### config.mk
export PLATFORM = sky130hd
export DESIGN_NAME = manhattan_transform_stack
export DESIGN_NICKNAME = d
export VERILOG_FILES = /design/src/rtl/core/mts_pkg.sv /design/src/rtl/core/mts_ram.sv /design/src/rtl/core/mts_exec.sv /design/src/rtl/core/manhattan_transform_stack.sv
export SDC_FILE = /design/constraint.sdc
export NUM_CORES = 2
export LEC_CHECK = 0
export BUFFER_PORTS_ARGS = -buffer_cell sky130_fd_sc_hd__buf_2
export CAP_MARGIN = 20
export CORE_UTILIZATION = 45
export CTS_BUF_LIST = sky130_fd_sc_hd__clkbuf_8 sky130_fd_sc_hd__clkbuf_16
export DETAILED_ROUTE_END_ITERATION = 12
export PLACE_DENSITY = 0.7
export SYNTH_ARGS = -nofsm -noshare
export SYNTH_HDL_FRONTEND = slang
export SYNTH_SLANG_ARGS = --single-unit
export TNS_END_PERCENT = 30
### constraint.sdc
create_clock -name clk_i -period 8.8 [get_ports clk_i]
set_input_delay 0 -clock clk_i [delete_from_list [all_inputs] [get_ports clk_i]]
set_output_delay 0 -clock clk_i [all_outputs]
set_load 0.05 [all_outputs]
### src/rtl/core/mts_pkg.sv
package mts_pkg;

  typedef enum logic [2:0] {
    CmdIdentity  = 3'd0,
    CmdPush      = 3'd1,
    CmdPop       = 3'd2,
    CmdOrient    = 3'd3,
    CmdTranslate = 3'd4,
    CmdMap       = 3'd5,
    CmdInvMap    = 3'd6,
    CmdOrientMap = 3'd7
  } cmd_e;

  typedef enum logic [1:0] {
    StOk     = 2'd0,
    StFull   = 2'd1,
    StBottom = 2'd2
  } status_e;

  localparam logic [2:0] OriNone     = 3'd0;
  localparam logic [2:0] OriMirrorX  = 3'd1;
  localparam logic [2:0] OriMirrorY  = 3'd2;
  localparam logic [2:0] OriRot90    = 3'd3;
  localparam logic [2:0] OriRot180   = 3'd4;
  localparam logic [2:0] OriRot270   = 3'd5;
  localparam logic [2:0] OriMxRot90  = 3'd6;
  localparam logic [2:0] OriMyRot90  = 3'd7;

  typedef struct packed {
    logic [2:0]  orient;
    logic [31:0] tx;
    logic [31:0] ty;
  } entry_t;

  localparam int EntryW = $bits(entry_t);

  typedef struct packed {
    logic push;
    logic pop;
  } stack_op_t;

  // Coefficients m00, m01, m10, m11 per orientation.
  localparam logic signed [1:0] MatTab [8][4] = '{
    '{ 1,  0,  0,  1},
    '{-1,  0,  0,  1},
    '{ 1,  0,  0, -1},
    '{ 0, -1,  1,  0},
    '{-1,  0,  0, -1},
    '{ 0,  1, -1,  0},
    '{ 0, -1, -1,  0},
    '{ 0,  1,  1,  0}
  };

  // Indexed by {after, top, op}.
  localparam logic [2:0] ComposeTab [128] = '{
    0,1,2,3,4,5,6,7,
    1,0,4,7,2,6,5,3,
    2,4,0,6,1,7,3,5,
    3,6,7,4,5,0,2,1,
    4,2,1,5,0,3,7,6,
    5,7,6,0,3,4,1,2,
    6,3,5,1,7,2,0,4,
    7,5,3,2,6,1,4,0,
    0,1,2,3,4,5,6,7,
    1,0,4,6,2,7,3,5,
    2,4,0,7,1,6,5,3,
    3,7,6,4,5,0,1,2,
    4,2,1,5,0,3,7,6,
    5,6,7,0,3,4,2,1,
    6,5,3,2,7,1,0,4,
    7,3,5,1,6,2,4,0
  };

  function automatic logic [31:0] coef_mul(logic signed [1:0] c, logic [31:0] v);
    logic [31:0] r;
    unique case (c)
      2'sb01:  r = v;
      2'sb11:  r = 32'd0 - v;
      default: r = 32'd0;
    endcase
    return r;
  endfunction

  // Returns {rx, ry}; transposed matrix when tr is set. One term per row is zero.
  function automatic logic [63:0] mat_apply(logic [2:0] o, logic tr,
                                            logic [31:0] x, logic [31:0] y);
    logic [31:0] rx;
    logic [31:0] ry;
    if (tr) begin
      rx = coef_mul(MatTab[o][0], x) | coef_mul(MatTab[o][2], y);
      ry = coef_mul(MatTab[o][1], x) | coef_mul(MatTab[o][3], y);
    end else begin
      rx = coef_mul(MatTab[o][0], x) | coef_mul(MatTab[o][1], y);
      ry = coef_mul(MatTab[o][2], x) | coef_mul(MatTab[o][3], y);
    end
    return {rx, ry};
  endfunction

  function automatic logic is_mirror(logic [2:0] o);
    return (o == OriMirrorX) || (o == OriMirrorY) ||
           (o == OriMxRot90) || (o == OriMyRot90);
  endfunction

endpackage

### src/rtl/core/mts_ram.sv
module mts_ram #(
  parameter int Width = 8,
  parameter int Depth = 4,
  localparam int AddrW = (Depth > 1) ? $clog2(Depth) : 1
) (
  input  logic             clk_i,
  input  logic             we_i,
  input  logic [AddrW-1:0] waddr_i,
  input  logic [Width-1:0] wdata_i,
  input  logic [AddrW-1:0] raddr_i,
  output logic [Width-1:0] rdata_o
);

  logic [Width-1:0] mem_q [Depth];
  logic [Width-1:0] rdata_q;

  always_ff @(posedge clk_i) begin
    if (we_i) begin
      mem_q[waddr_i] <= wdata_i;
    end
    rdata_q <= mem_q[raddr_i];
  end

  assign rdata_o = rdata_q;

endmodule

### src/rtl/core/mts_exec.sv
module mts_exec #(
  parameter int STACK_DEPTH = 16,
  localparam int LevelW = $clog2(STACK_DEPTH)
) (
  input  mts_pkg::cmd_e      cmd_i,
  input  logic [31:0]        x_i,
  input  logic [31:0]        y_i,
  input  logic [2:0]         op_i,
  input  logic               after_i,
  input  mts_pkg::entry_t    top_i,
  input  mts_pkg::entry_t    under_i,
  input  logic [LevelW-1:0]  level_i,
  output mts_pkg::entry_t    top_o,
  output logic [LevelW-1:0]  level_o,
  output mts_pkg::stack_op_t stack_op_o,
  output mts_pkg::status_e   status_o,
  output logic [31:0]        out_x_o,
  output logic [31:0]        out_y_o
);
  import mts_pkg::*;

  localparam logic [LevelW-1:0] LevelFull = LevelW'(STACK_DEPTH - 1);

  logic [63:0] fwd_xy;
  logic [63:0] inv_xy;
  logic [63:0] rot_t;

  assign fwd_xy = mat_apply(top_i.orient, 1'b0, x_i, y_i);
  assign inv_xy = mat_apply(top_i.orient, 1'b1, x_i - top_i.tx, y_i - top_i.ty);
  assign rot_t  = mat_apply(op_i, 1'b0, top_i.tx, top_i.ty);

  always_comb begin
    top_o      = top_i;
    level_o    = level_i;
    stack_op_o = '0;
    status_o   = StOk;
    out_x_o    = x_i;
    out_y_o    = y_i;
    unique case (cmd_i)
      CmdIdentity: begin
        top_o = '{orient: OriNone, tx: 32'd0, ty: 32'd0};
      end
      CmdPush: begin
        if (level_i == LevelFull) begin
          status_o = StFull;
        end else begin
          stack_op_o.push = 1'b1;
          level_o         = level_i + LevelW'(1);
        end
      end
      CmdPop: begin
        if (level_i == '0) begin
          status_o = StBottom;
        end else begin
          stack_op_o.pop = 1'b1;
          level_o        = level_i - LevelW'(1);
          top_o          = under_i;
        end
      end
      CmdOrient: begin
        top_o.orient = ComposeTab[{after_i, top_i.orient, op_i}];
        if (after_i) begin
          top_o.tx = rot_t[63:32];
          top_o.ty = rot_t[31:0];
        end
      end
      CmdTranslate: begin
        if (after_i) begin
          top_o.tx = top_i.tx + x_i;
          top_o.ty = top_i.ty + y_i;
        end else begin
          top_o.tx = fwd_xy[63:32] + top_i.tx;
          top_o.ty = fwd_xy[31:0] + top_i.ty;
        end
      end
      CmdMap: begin
        out_x_o = fwd_xy[63:32] + top_i.tx;
        out_y_o = fwd_xy[31:0] + top_i.ty;
      end
      CmdInvMap: begin
        out_x_o = inv_xy[63:32];
        out_y_o = inv_xy[31:0];
      end
      CmdOrientMap: begin
        out_x_o = fwd_xy[63:32];
        out_y_o = fwd_xy[31:0];
      end
    endcase
  end

endmodule

### src/rtl/core/manhattan_transform_stack.sv
// Channel  Handshake                      Payload
// in       in_valid_i / in_stall_o        command, in_x, in_y, orient_op, apply_after
// out      out_valid_o / out_stall_i      out_x, out_y, top_orient, is_mirrored, depth, status
//
// One command per cycle while out_stall_i is low; a command passes the input register, then the result register.
// Input register, one pass of command logic, result register.
// The top entry and the one below it live in flops; deeper entries sit in a RAM
// whose registered read always tracks the entry under those two.
// rst_ni clears the top to identity and the stack to a single entry.
// A stalled result holds the pipe; in_stall_o rises only when both stages are full.
module manhattan_transform_stack #(
  parameter int STACK_DEPTH = 16,
  localparam int DepthW = $clog2(STACK_DEPTH + 1)
) (
  input  logic              clk_i,
  input  logic              rst_ni,
  input  logic              in_valid_i,
  output logic              in_stall_o,
  input  logic [2:0]        command_i,
  input  logic signed [31:0] in_x_i,
  input  logic signed [31:0] in_y_i,
  input  logic [2:0]        orient_op_i,
  input  logic              apply_after_i,
  output logic              out_valid_o,
  input  logic              out_stall_i,
  output logic signed [31:0] out_x_o,
  output logic signed [31:0] out_y_o,
  output logic [2:0]        top_orient_o,
  output logic              is_mirrored_o,
  output logic [DepthW-1:0] depth_o,
  output logic [1:0]        status_o
);
  import mts_pkg::*;

  localparam int LevelW   = $clog2(STACK_DEPTH);
  localparam int MemDepth = (STACK_DEPTH > 2) ? STACK_DEPTH - 2 : 1;
  localparam int AddrW    = (MemDepth > 1) ? $clog2(MemDepth) : 1;

  logic              in_vld_q;
  logic [2:0]        cmd_q;
  logic [31:0]       x_q;
  logic [31:0]       y_q;
  logic [2:0]        op_q;
  logic              after_q;

  entry_t            top_q, top_d;
  entry_t            under_q;
  logic [LevelW-1:0] level_q, level_d, level_nxt;
  stack_op_t         stack_op;
  status_e           status_d;
  logic [31:0]       res_x_d, res_y_d;

  logic              out_vld_q;
  logic [31:0]       out_x_q, out_y_q;
  logic [2:0]        orient_q;
  logic              mirror_q;
  logic [DepthW-1:0] depth_q;
  logic [1:0]        status_q;

  logic              fire;
  logic              mem_we;
  logic [AddrW-1:0]  mem_waddr, mem_raddr;
  logic [EntryW-1:0] mem_rdata;
  logic              hit_q;
  entry_t            wdata_q;
  entry_t            mem_entry;

  assign fire       = in_vld_q && !(out_vld_q && out_stall_i);
  assign in_stall_o = in_vld_q && !fire;

  mts_exec #(.STACK_DEPTH(STACK_DEPTH)) u_exec (
    .cmd_i      (cmd_e'(cmd_q)),
    .x_i        (x_q),
    .y_i        (y_q),
    .op_i       (op_q),
    .after_i    (after_q),
    .top_i      (top_q),
    .under_i    (under_q),
    .level_i    (level_q),
    .top_o      (top_d),
    .level_o    (level_d),
    .stack_op_o (stack_op),
    .status_o   (status_d),
    .out_x_o    (res_x_d),
    .out_y_o    (res_y_d)
  );

  // Spill the under entry to RAM on push; prefetch the next under entry every cycle.
  assign mem_we    = fire && stack_op.push && (level_q != '0);
  assign mem_waddr = AddrW'(level_q - LevelW'(1));
  assign level_nxt = fire ? level_d : level_q;
  assign mem_raddr = AddrW'(level_nxt - LevelW'(2));
  assign mem_entry = hit_q ? wdata_q : entry_t'(mem_rdata);

  mts_ram #(.Width(EntryW), .Depth(MemDepth)) u_ram (
    .clk_i   (clk_i),
    .we_i    (mem_we),
    .waddr_i (mem_waddr),
    .wdata_i (under_q),
    .raddr_i (mem_raddr),
    .rdata_o (mem_rdata)
  );

  always_ff @(posedge clk_i or negedge rst_ni) begin
    if (!rst_ni) begin
      in_vld_q  <= 1'b0;
      out_vld_q <= 1'b0;
      hit_q     <= 1'b0;
      level_q   <= '0;
      top_q     <= '{orient: OriNone, tx: 32'd0, ty: 32'd0};
    end else begin
      if (!in_stall_o) begin
        in_vld_q <= in_valid_i;
      end
      if (fire) begin
        out_vld_q <= 1'b1;
        top_q     <= top_d;
        level_q   <= level_d;
      end else if (!out_stall_i) begin
        out_vld_q <= 1'b0;
      end
      hit_q <= mem_we;
    end
  end

  always_ff @(posedge clk_i) begin
    if (!in_stall_o) begin
      cmd_q   <= command_i;
      x_q     <= in_x_i;
      y_q     <= in_y_i;
      op_q    <= orient_op_i;
      after_q <= apply_after_i;
    end
    if (fire) begin
      out_x_q  <= res_x_d;
      out_y_q  <= res_y_d;
      orient_q <= top_d.orient;
      mirror_q <= is_mirror(top_d.orient);
      depth_q  <= DepthW'(level_d) + DepthW'(1);
      status_q <= status_d;
      if (stack_op.push) begin
        under_q <= top_q;
      end else if (stack_op.pop) begin
        under_q <= mem_entry;
      end
    end
    wdata_q <= under_q;
  end

  assign out_valid_o   = out_vld_q;
  assign out_x_o       = out_x_q;
  assign out_y_o       = out_y_q;
  assign top_orient_o  = orient_q;
  assign is_mirrored_o = mirror_q;
  assign depth_o       = depth_q;
  assign status_o      = status_q;

endmodule

=== Word level (Yosys, flattened, before mapping) ===
Memory sizes are Yosys's and may differ from the RTL's. A register that Yosys moved wholly into a read port is not among the register bits.
Index checks and enable logic that the tools add are counted.

* Register bits: 354
* Bits in writable memories: 938
* ROM bits: 512
* Output and inout bits: 77
* Memories kept: 4

{| class="wikitable"
|+ Memories
! memory !! words !! bits a word !! read ports !! clocked after memory_dff !! write ports !! line !! source
|-
| u_ram.mem_q || 14 || 67 || 1 || 1 || 1 || mts_ram.sv:14 || <nowiki>logic [Width-1:0] mem_q [Depth];</nowiki>
|-
| (name not given) || 128 || 3 || 1 || 0 || 0 || mts_exec.sv:61 || <nowiki>top_o.orient = ComposeTab[{after_i, top_i.orient, op_i}];</nowiki>
|-
| (name not given) || 8 || 8 || 1 || 0 || 0 || mts_pkg.sv:93 || <nowiki>rx = coef_mul(MatTab[o][0], x) | coef_mul(MatTab[o][1], y);</nowiki>
|-
| (name not given) || 8 || 8 || 1 || 0 || 0 || mts_pkg.sv:91 || <nowiki>ry = coef_mul(MatTab[o][1], x) | coef_mul(MatTab[o][3], y);</nowiki>
|}

* Add/sub/neg operators: 16
* Order comparisons: 3
* Eq/ne operators: 31
* Multiplexer cells: 43
* Bitwise logic cells: 9
* Reduce and logical (&&, ||, !) cells: 17

{| class="wikitable"
|+ Operator list
! cell !! count
|-
| one-hot mux 32 bit (2 select lines) || 12
|-
| 2-to-1 mux 67 bit || 4
|-
| one-hot mux 64 bit (4 select lines) || 1
|-
| bitwise OR 32 bit || 6
|-
| one-hot mux 32 bit (3 select lines) || 2
|-
| subtractor 1 x 32 -> 32 bit, first input constant || 6
|-
| adder 32 bit || 4
|-
| 2-to-1 mux 64 bit || 2
|-
| subtractor 32 bit || 2
|-
| 2-to-1 mux 8 bit || 4
|-
| equality test 3 bit, second input constant || 6
|-
| equality test 2 x 1 -> 1 bit, second input constant || 8
|-
| equality test 2 bit, second input constant || 8
|-
| 2-to-1 mux 4 bit || 3
|-
| equality test 3 x 2 -> 1 bit, second input constant || 3
|-
| 2-to-1 mux 1 bit || 9
|-
| one-hot mux 3 bit (3 select lines) || 1
|-
| >= comparator 4 bit, second input constant || 2
|-
| >= comparator 8 bit, second input constant || 1
|-
| NOT 3 -> 4 bit || 2
|-
| NOT 7 -> 8 bit || 1
|-
| one-hot mux 4 bit (2 select lines) || 1
|-
| nonzero test 4 bit || 2
|-
| equality test 3 x 1 -> 1 bit, second input constant || 2
|-
| other kinds (18) || 27
|}

=== Longest topological paths before layout ===
* Depth in word-level cells: 10
* Mapped depth: 24

=== Modules after synthesis ===
A second synthesis with hierarchy kept.

* Cell total of the unflattened synthesis: 6,240
* Area total of the unflattened synthesis: 73,165.2 µm²

{| class="wikitable"
|+ Modules (own cells, without submodules)
! module !! instances !! cells an instance !! area each (µm²)
|-
| mts_ram || 1 || 1,580 || 36,785.3
|-
| mts_exec || 1 || 3,973 || 24,190.7
|-
| manhattan_transform_stack || 1 || 687 || 12,189.2
|}

=== Least setup slack after synthesis ===
No wires, ideal clock.

* Kind: reg-to-reg
* Start point: register level_q[0]
* End point: register u_ram.rdata_q[10], in the netlist u_ram.rdata_o[10] (read register of u_ram.mem_q)
* Setup time: 134 ps
* Data arrival time: 6,649 ps
* Data required time: 8,666 ps
* Path slack: 2,017 ps
* Stages on the path, launching flop included: 13
* Path buffers: 2
* Period minus slack after synthesis: 6,783 ps
* Cells stage by stage: dfrtp_1 inv_1 ha_1 nor3b_1 and2_1 nor2_1 o21ai_0 nor2_1 xnor2_1 buf_2 buf_1 mux4_2 mux4_2

* Longest elaborated chain between the ends: 5
* Elaborated cells between the ends (all ways): 9
* Those cells by class: add/sub (3); eq/ne (1); mux (4); reduce/logical (1)

{| class="wikitable"
|+ RTL lines
! what !! line !! source
|-
| from (decl) || manhattan_transform_stack.sv:48 || <nowiki>logic [LevelW-1:0] level_q, level_d, level_nxt;</nowiki>
|-
| from (signal assigned) || manhattan_transform_stack.sv:118 || <nowiki>level_q <= level_d;</nowiki>
|-
| subtractor 4 x 1 -> 4 bit, or another cell as far along || mts_exec.sv:56 || <nowiki>level_o = level_i - LevelW'(1);</nowiki>
|-
| 2-to-1 mux 4 bit (on tied branches) || mts_exec.sv:52, mts_exec.sv:44 ||
|-
| one-hot mux 4 bit (2 select lines) || mts_exec.sv:39 || <nowiki>unique case (cmd_i)</nowiki>
|-
| 2-to-1 mux 4 bit (*) || - ||
|-
| subtractor 4 x 2 -> 4 bit (*) || manhattan_transform_stack.sv:92 || <nowiki>assign mem_raddr = AddrW'(level_nxt - LevelW'(2));</nowiki>
|-
| to (decl) || mts_ram.sv:15 || <nowiki>logic [Width-1:0] rdata_q;</nowiki>
|}

Every way passes the cells marked *; elsewhere a longest branch is shown, timed or not.
A chain may end at the register's enable or synchronous reset.

=== Worst setup path in the final report ===
* Start point: register top_q[65] (netlist name)
* End point: register out_x_q[27], in the netlist out_x_o[27], data pin

* Longest elaborated chain between the ends: 9
* Elaborated cells between the ends (all ways): 18
* Those cells by class: add/sub (1); eq/ne (6); mux (7); bitwise (3); memory (1)

{| class="wikitable"
|+ RTL lines
! what !! line !! source
|-
| from (decl) || manhattan_transform_stack.sv:46 || <nowiki>entry_t top_q, top_d;</nowiki>
|-
| from (signal assigned) || manhattan_transform_stack.sv:110 || <nowiki>top_q <= '{orient: OriNone, tx: 32'd0, ty: 32'd0};</nowiki>
|-
| from (signal assigned) || manhattan_transform_stack.sv:117 || <nowiki>top_q <= top_d;</nowiki>
|-
| NOT 3 -> 4 bit (not written as such) (*) || mts_pkg.sv:90, mts_pkg.sv:93 ||
|-
| memory read (8 x 8 bit) (*) || - ||
|-
| 2-to-1 mux 8 bit (not written as such) (*) || mts_pkg.sv:93 ||
|-
| 2-to-1 mux 8 bit (*) || - ||
|-
| equality test 2 bit / equality test 2 x 1 -> 1 bit (equally long branches) || - ||
|-
| one-hot mux 32 bit (2 select lines) || mts_pkg.sv:76 || <nowiki>unique case (c)</nowiki>
|-
| bitwise OR 32 bit || mts_pkg.sv:93 ||
|-
| adder 32 bit || mts_exec.sv:77 || <nowiki>out_x_o = fwd_xy[63:32] + top_i.tx;</nowiki>
|-
| one-hot mux 32 bit (3 select lines) (*) || mts_exec.sv:39 ||
|-
| via res_x_d[27] || manhattan_transform_stack.sv:51 || <nowiki>logic [31:0] res_x_d, res_y_d;</nowiki>
|-
| to (signal assigned) || manhattan_transform_stack.sv:135 || <nowiki>out_x_q <= res_x_d;</nowiki>
|-
| to (decl) || manhattan_transform_stack.sv:54 || <nowiki>logic [31:0] out_x_q, out_y_q;</nowiki>
|}

Mark *: on every way through the listed nets, which the timed path passes. The rest lies on a longest branch. The select of a mux whose other input is x is not followed.

==> flow_summary.toml <==
[sta]
fin_skew_ps = 70.42
whs_ps = 359.1
fmax_mhz = 141.2
setup_violations = 0
slew_violations = 0
worst_pin_slew_ps = 1274
rsz0062_at_grt = "false"
final_hold_viol_count = 0
fin_crit_ps = 7082
setup_tns_ps = 0
maxSlewHeadroom_pct = 14.78
fin_crit_sh_pct = 80.48

[power_and_ir_drop]
p_per_area_nw_per_um2 = 299.0
p_leak_nw = 28.38
ir_drop_uv = 268.7

[setup_path]
crit_family = "compound AO/OA/AOI/OAI gates"
crit_arrival_ps = 7660
max_stage_delay_ps = 930
critPathKind = "reg2reg"
worstPathRequired_ps = 9380
worst_setup_path_start_kind = "register"
path_cells = "inv_1 -> ha_1 -> or2_2 -> nor2_2 -> a222oi_1 -> nand2_1 -> ha_1 -> a211o_1 -> a2111oi_0 -> o31ai_1 -> a31oi_1 -> a311o_1 -> o21ai_0 -> a21oi_1 -> xor2_1 -> nor2_1 -> a21oi_1 -> a22oi_1 -> o32a_1"
crit_buf_inv = 1
worstPathMaxFanout = 26
cp_slowest_cell = "a2111oi_0"
endpoint_kind = "register"

[clock_network]
cts_made_buffers = 139
htreeDepth = 4
cts-root-to-sink-buffers = 3
cts_resized = 0
root_buffer = "clkbuf_16"
cts_tree = "yes"
clkLatencyLatePin_ps = 840
cts_sinks = 1359
path_clk_slew_ps = 60

[synth]
synthDistinctLibCells = 101
ys_seq_area_share_pct = 54.60
synth.avg_cell_area_um2 = 11.82
synth-edff-count = 1151
synthesis.nets = 6361
ys_ff_latch = 1359
synthCells = 6059
netlist_area_um2 = 71600
ys.flop_type = "edfxtp_1"
async_flop_share_pct = 5.445
ys_warn_count = 0

[drt]
drt-initial-drc-count = 8774
avgRoutedWirePerCell_um = 32.70
wl_mm = 275.9
ant_nets = 0
first_pass_iters = 9
drc = 0
num_vias = 56380
via_per_inst = 6.683

[finish]
num-nets-final = 6546
areaGrowthSynthToFinish_pct = 13.08
drive_gt1_share_pct = 14.18

[grt]
grt_pass1_vias = 53140
antenna_found_initial = 15
grt_pass1_wl_mm = 387.6
grt_max_degree = 159
grt_overflow = 0
grt_use_total_pct = 33.62

[floorplanning]
fp-row-count = 146
die_height_um = 400.9
ioPinCount = 152
die_w_um = 400.9
floorplan.initialDensity_pct = 45.26
core_region_area_um2 = 158200
die_area_um2 = 160700

[place]
gp_congestion = 1.075
dp.final_hpwl_mm = 187.0
port_buffers = 151

[hold_path]
hold_path.class = "in2async"

[outcome]
status = "finished clean"

[run]
cap_violations = 0
-- sequential cells by signal (all words and copies together) (netlist names), 5 cells and up --
register,flops
u_ram.mem_q,938
top_q,67
u_ram.rdata_o,67
under_q,67
wdata_q,67
out_x_o,32
out_y_o,32
x_q,32
y_q,32
depth_o,5
-- routing by layer --
metal / vias up / wire [um] / global-route usage (%)
li1: 23700 / - / -
met1: 28100 / 102600 / 43.06
met2: 3735 / 121500 / 51.00
met3: 832 / 31460 / 8.909
met4: 16 / 20050 / 20.72
met5: - / 267 / 0
-- synthesized netlist by cell type (40+ instances only) --
| library cell | instances | area [um^2] |
|---|---|---|
| edfxtp_1 | 1151 | 34560 |
| nand2_1 | 597 | 2241 |
| nor2_1 | 453 | 1700 |
| a21oi_1 | 442 | 2212 |
| o21ai_0 | 411 | 2057 |
| clkbuf_1 | 352 | 1321 |
| mux4_2 | 271 | 6103 |
| ha_1 | 221 | 2765 |
| xnor2_1 | 173 | 1515 |
| nor3_1 | 161 | 805.8 |
| inv_1 | 155 | 581.8 |
| dfxtp_1 | 134 | 2683 |
| a22oi_1 | 97 | 728.2 |
| nand3_1 | 95 | 475.5 |
| xor2_1 | 92 | 805.8 |
| mux2i_1 | 87 | 870.8 |
| a221oi_1 | 77 | 674.4 |
| dfrtp_1 | 74 | 1852 |
| a21o_1 | 58 | 435.4 |
| buf_1 | 57 | 214.0 |
| a222oi_1 | 50 | 500.5 |
| or3_1 | 50 | 312.8 |
| o211ai_1 | 47 | 352.8 |
| nor4_1 | 44 | 275.3 |
| a211oi_1 | 41 | 307.8 |
| o221ai_1 | 40 | 350.3 |
-- report_power, final --
| part | switching, mW | total (mW) | internal, mW |
|---|---|---|---|
| Combinational | 6.51 | 10.3 | 3.76 |
| Clock | 2.63 | 5.85 | 3.22 |
| Sequential | 0.540 | 8.09 | 7.55 |
-- metrics by stage --
stage	total power, mW	cells	util, %	setup WS (ps)	area, um^2
2_1_floorplan	14.67	6059	-	2017	71600
3_3_place_gp	17.96	8018	47.33	1972	74880
3_5_place_dp	18.04	8019	47.34	1879	74880
4_1_cts	23.94	8426	51.15	1895	80910
5_1_grt	24.99	8434	51.18	1305	80960
6_report	24.20	8435	51.18	1718	80960
-- path summary, 6_finish.rpt --
kind / startpoint / end / slack, ps / depth (start not counted)
min reg2reg: in_vld_q / out_valid_o / 560 / 1
max in group asynchronous: rst_ni / hit_q / 7640 / 4
max: top_q[65] / out_x_o[27] / 1720 / 19
max reg2reg: top_q[65] / out_x_o[27] / 1720 / 19
min in group clk_i: in_x_i[28] / x_q[28] / 420 / 3
min: rst_ni / top_q[61] / 360 / 4
-- cell type report --
class / count / area (um^2)
fill: 13460 / 77230
sequential: 1359 / 39100
multi-input combinational: 4117 / 30540
clock buffer: 155 / 3710
timing repair buffer: 465 / 3603
tap: 2072 / 2592
clock inverter: 102 / 802.0
inverter: 162 / 611.8
antenna: 3 / 7.507
-- worst register-to-register path: stages (launching register included) --
cell and delay (ps):
dfrtp_1 920, inv_1 310, ha_1 330, or2_2 410
nor2_2 780, a222oi_1 280, nand2_1 190, ha_1 260
a211o_1 320, a2111oi_0 930, o31ai_1 350, a31oi_1 310
a311o_1 320, o21ai_0 130, a21oi_1 180, xor2_1 210
nor2_1 60, a21oi_1 140, a22oi_1 90, o32a_1 350
-- cells in the final DEF (no fill, tap or decap), drive strengths merged, types with 40 or more instances in the layout --
master and n:
inv 207, a211oi 43, xor2 92, clkinv 49, nand2 597, nor4 45, a222oi 50, nand3 95
nor3 161, nor2 453, o211ai 47, mux4 271, a22oi 97, a21oi 444, o21ai 423, clkbuf 160
mux2i 87, dfxtp 134, dlygate4sd3 149, or3 52, xnor2 175, dfrtp 74, o221ai 40, a21o 58
edfxtp 1151, ha 221, buf 311, a221oi 77
-- cell families after synthesis --
logic type	synth area share (%)
AOI/OAI and AO/OA	14.81
xor gates and xnor gates	3.287
adders and majority gates	4.030
buffers and inverters	3.098
DFF	54.60
muxes	9.850
and+or+nand+nor	10.32
-- timing repair --
action / 4_1_cts / 5_1_grt
hold endpoints to repair: 147 / 0
setup endpoints to repair: 0 / 0
hold buffers: 150 / 0
buffers inserted: 0 / 0
Power figures use the tool's default switching activity.
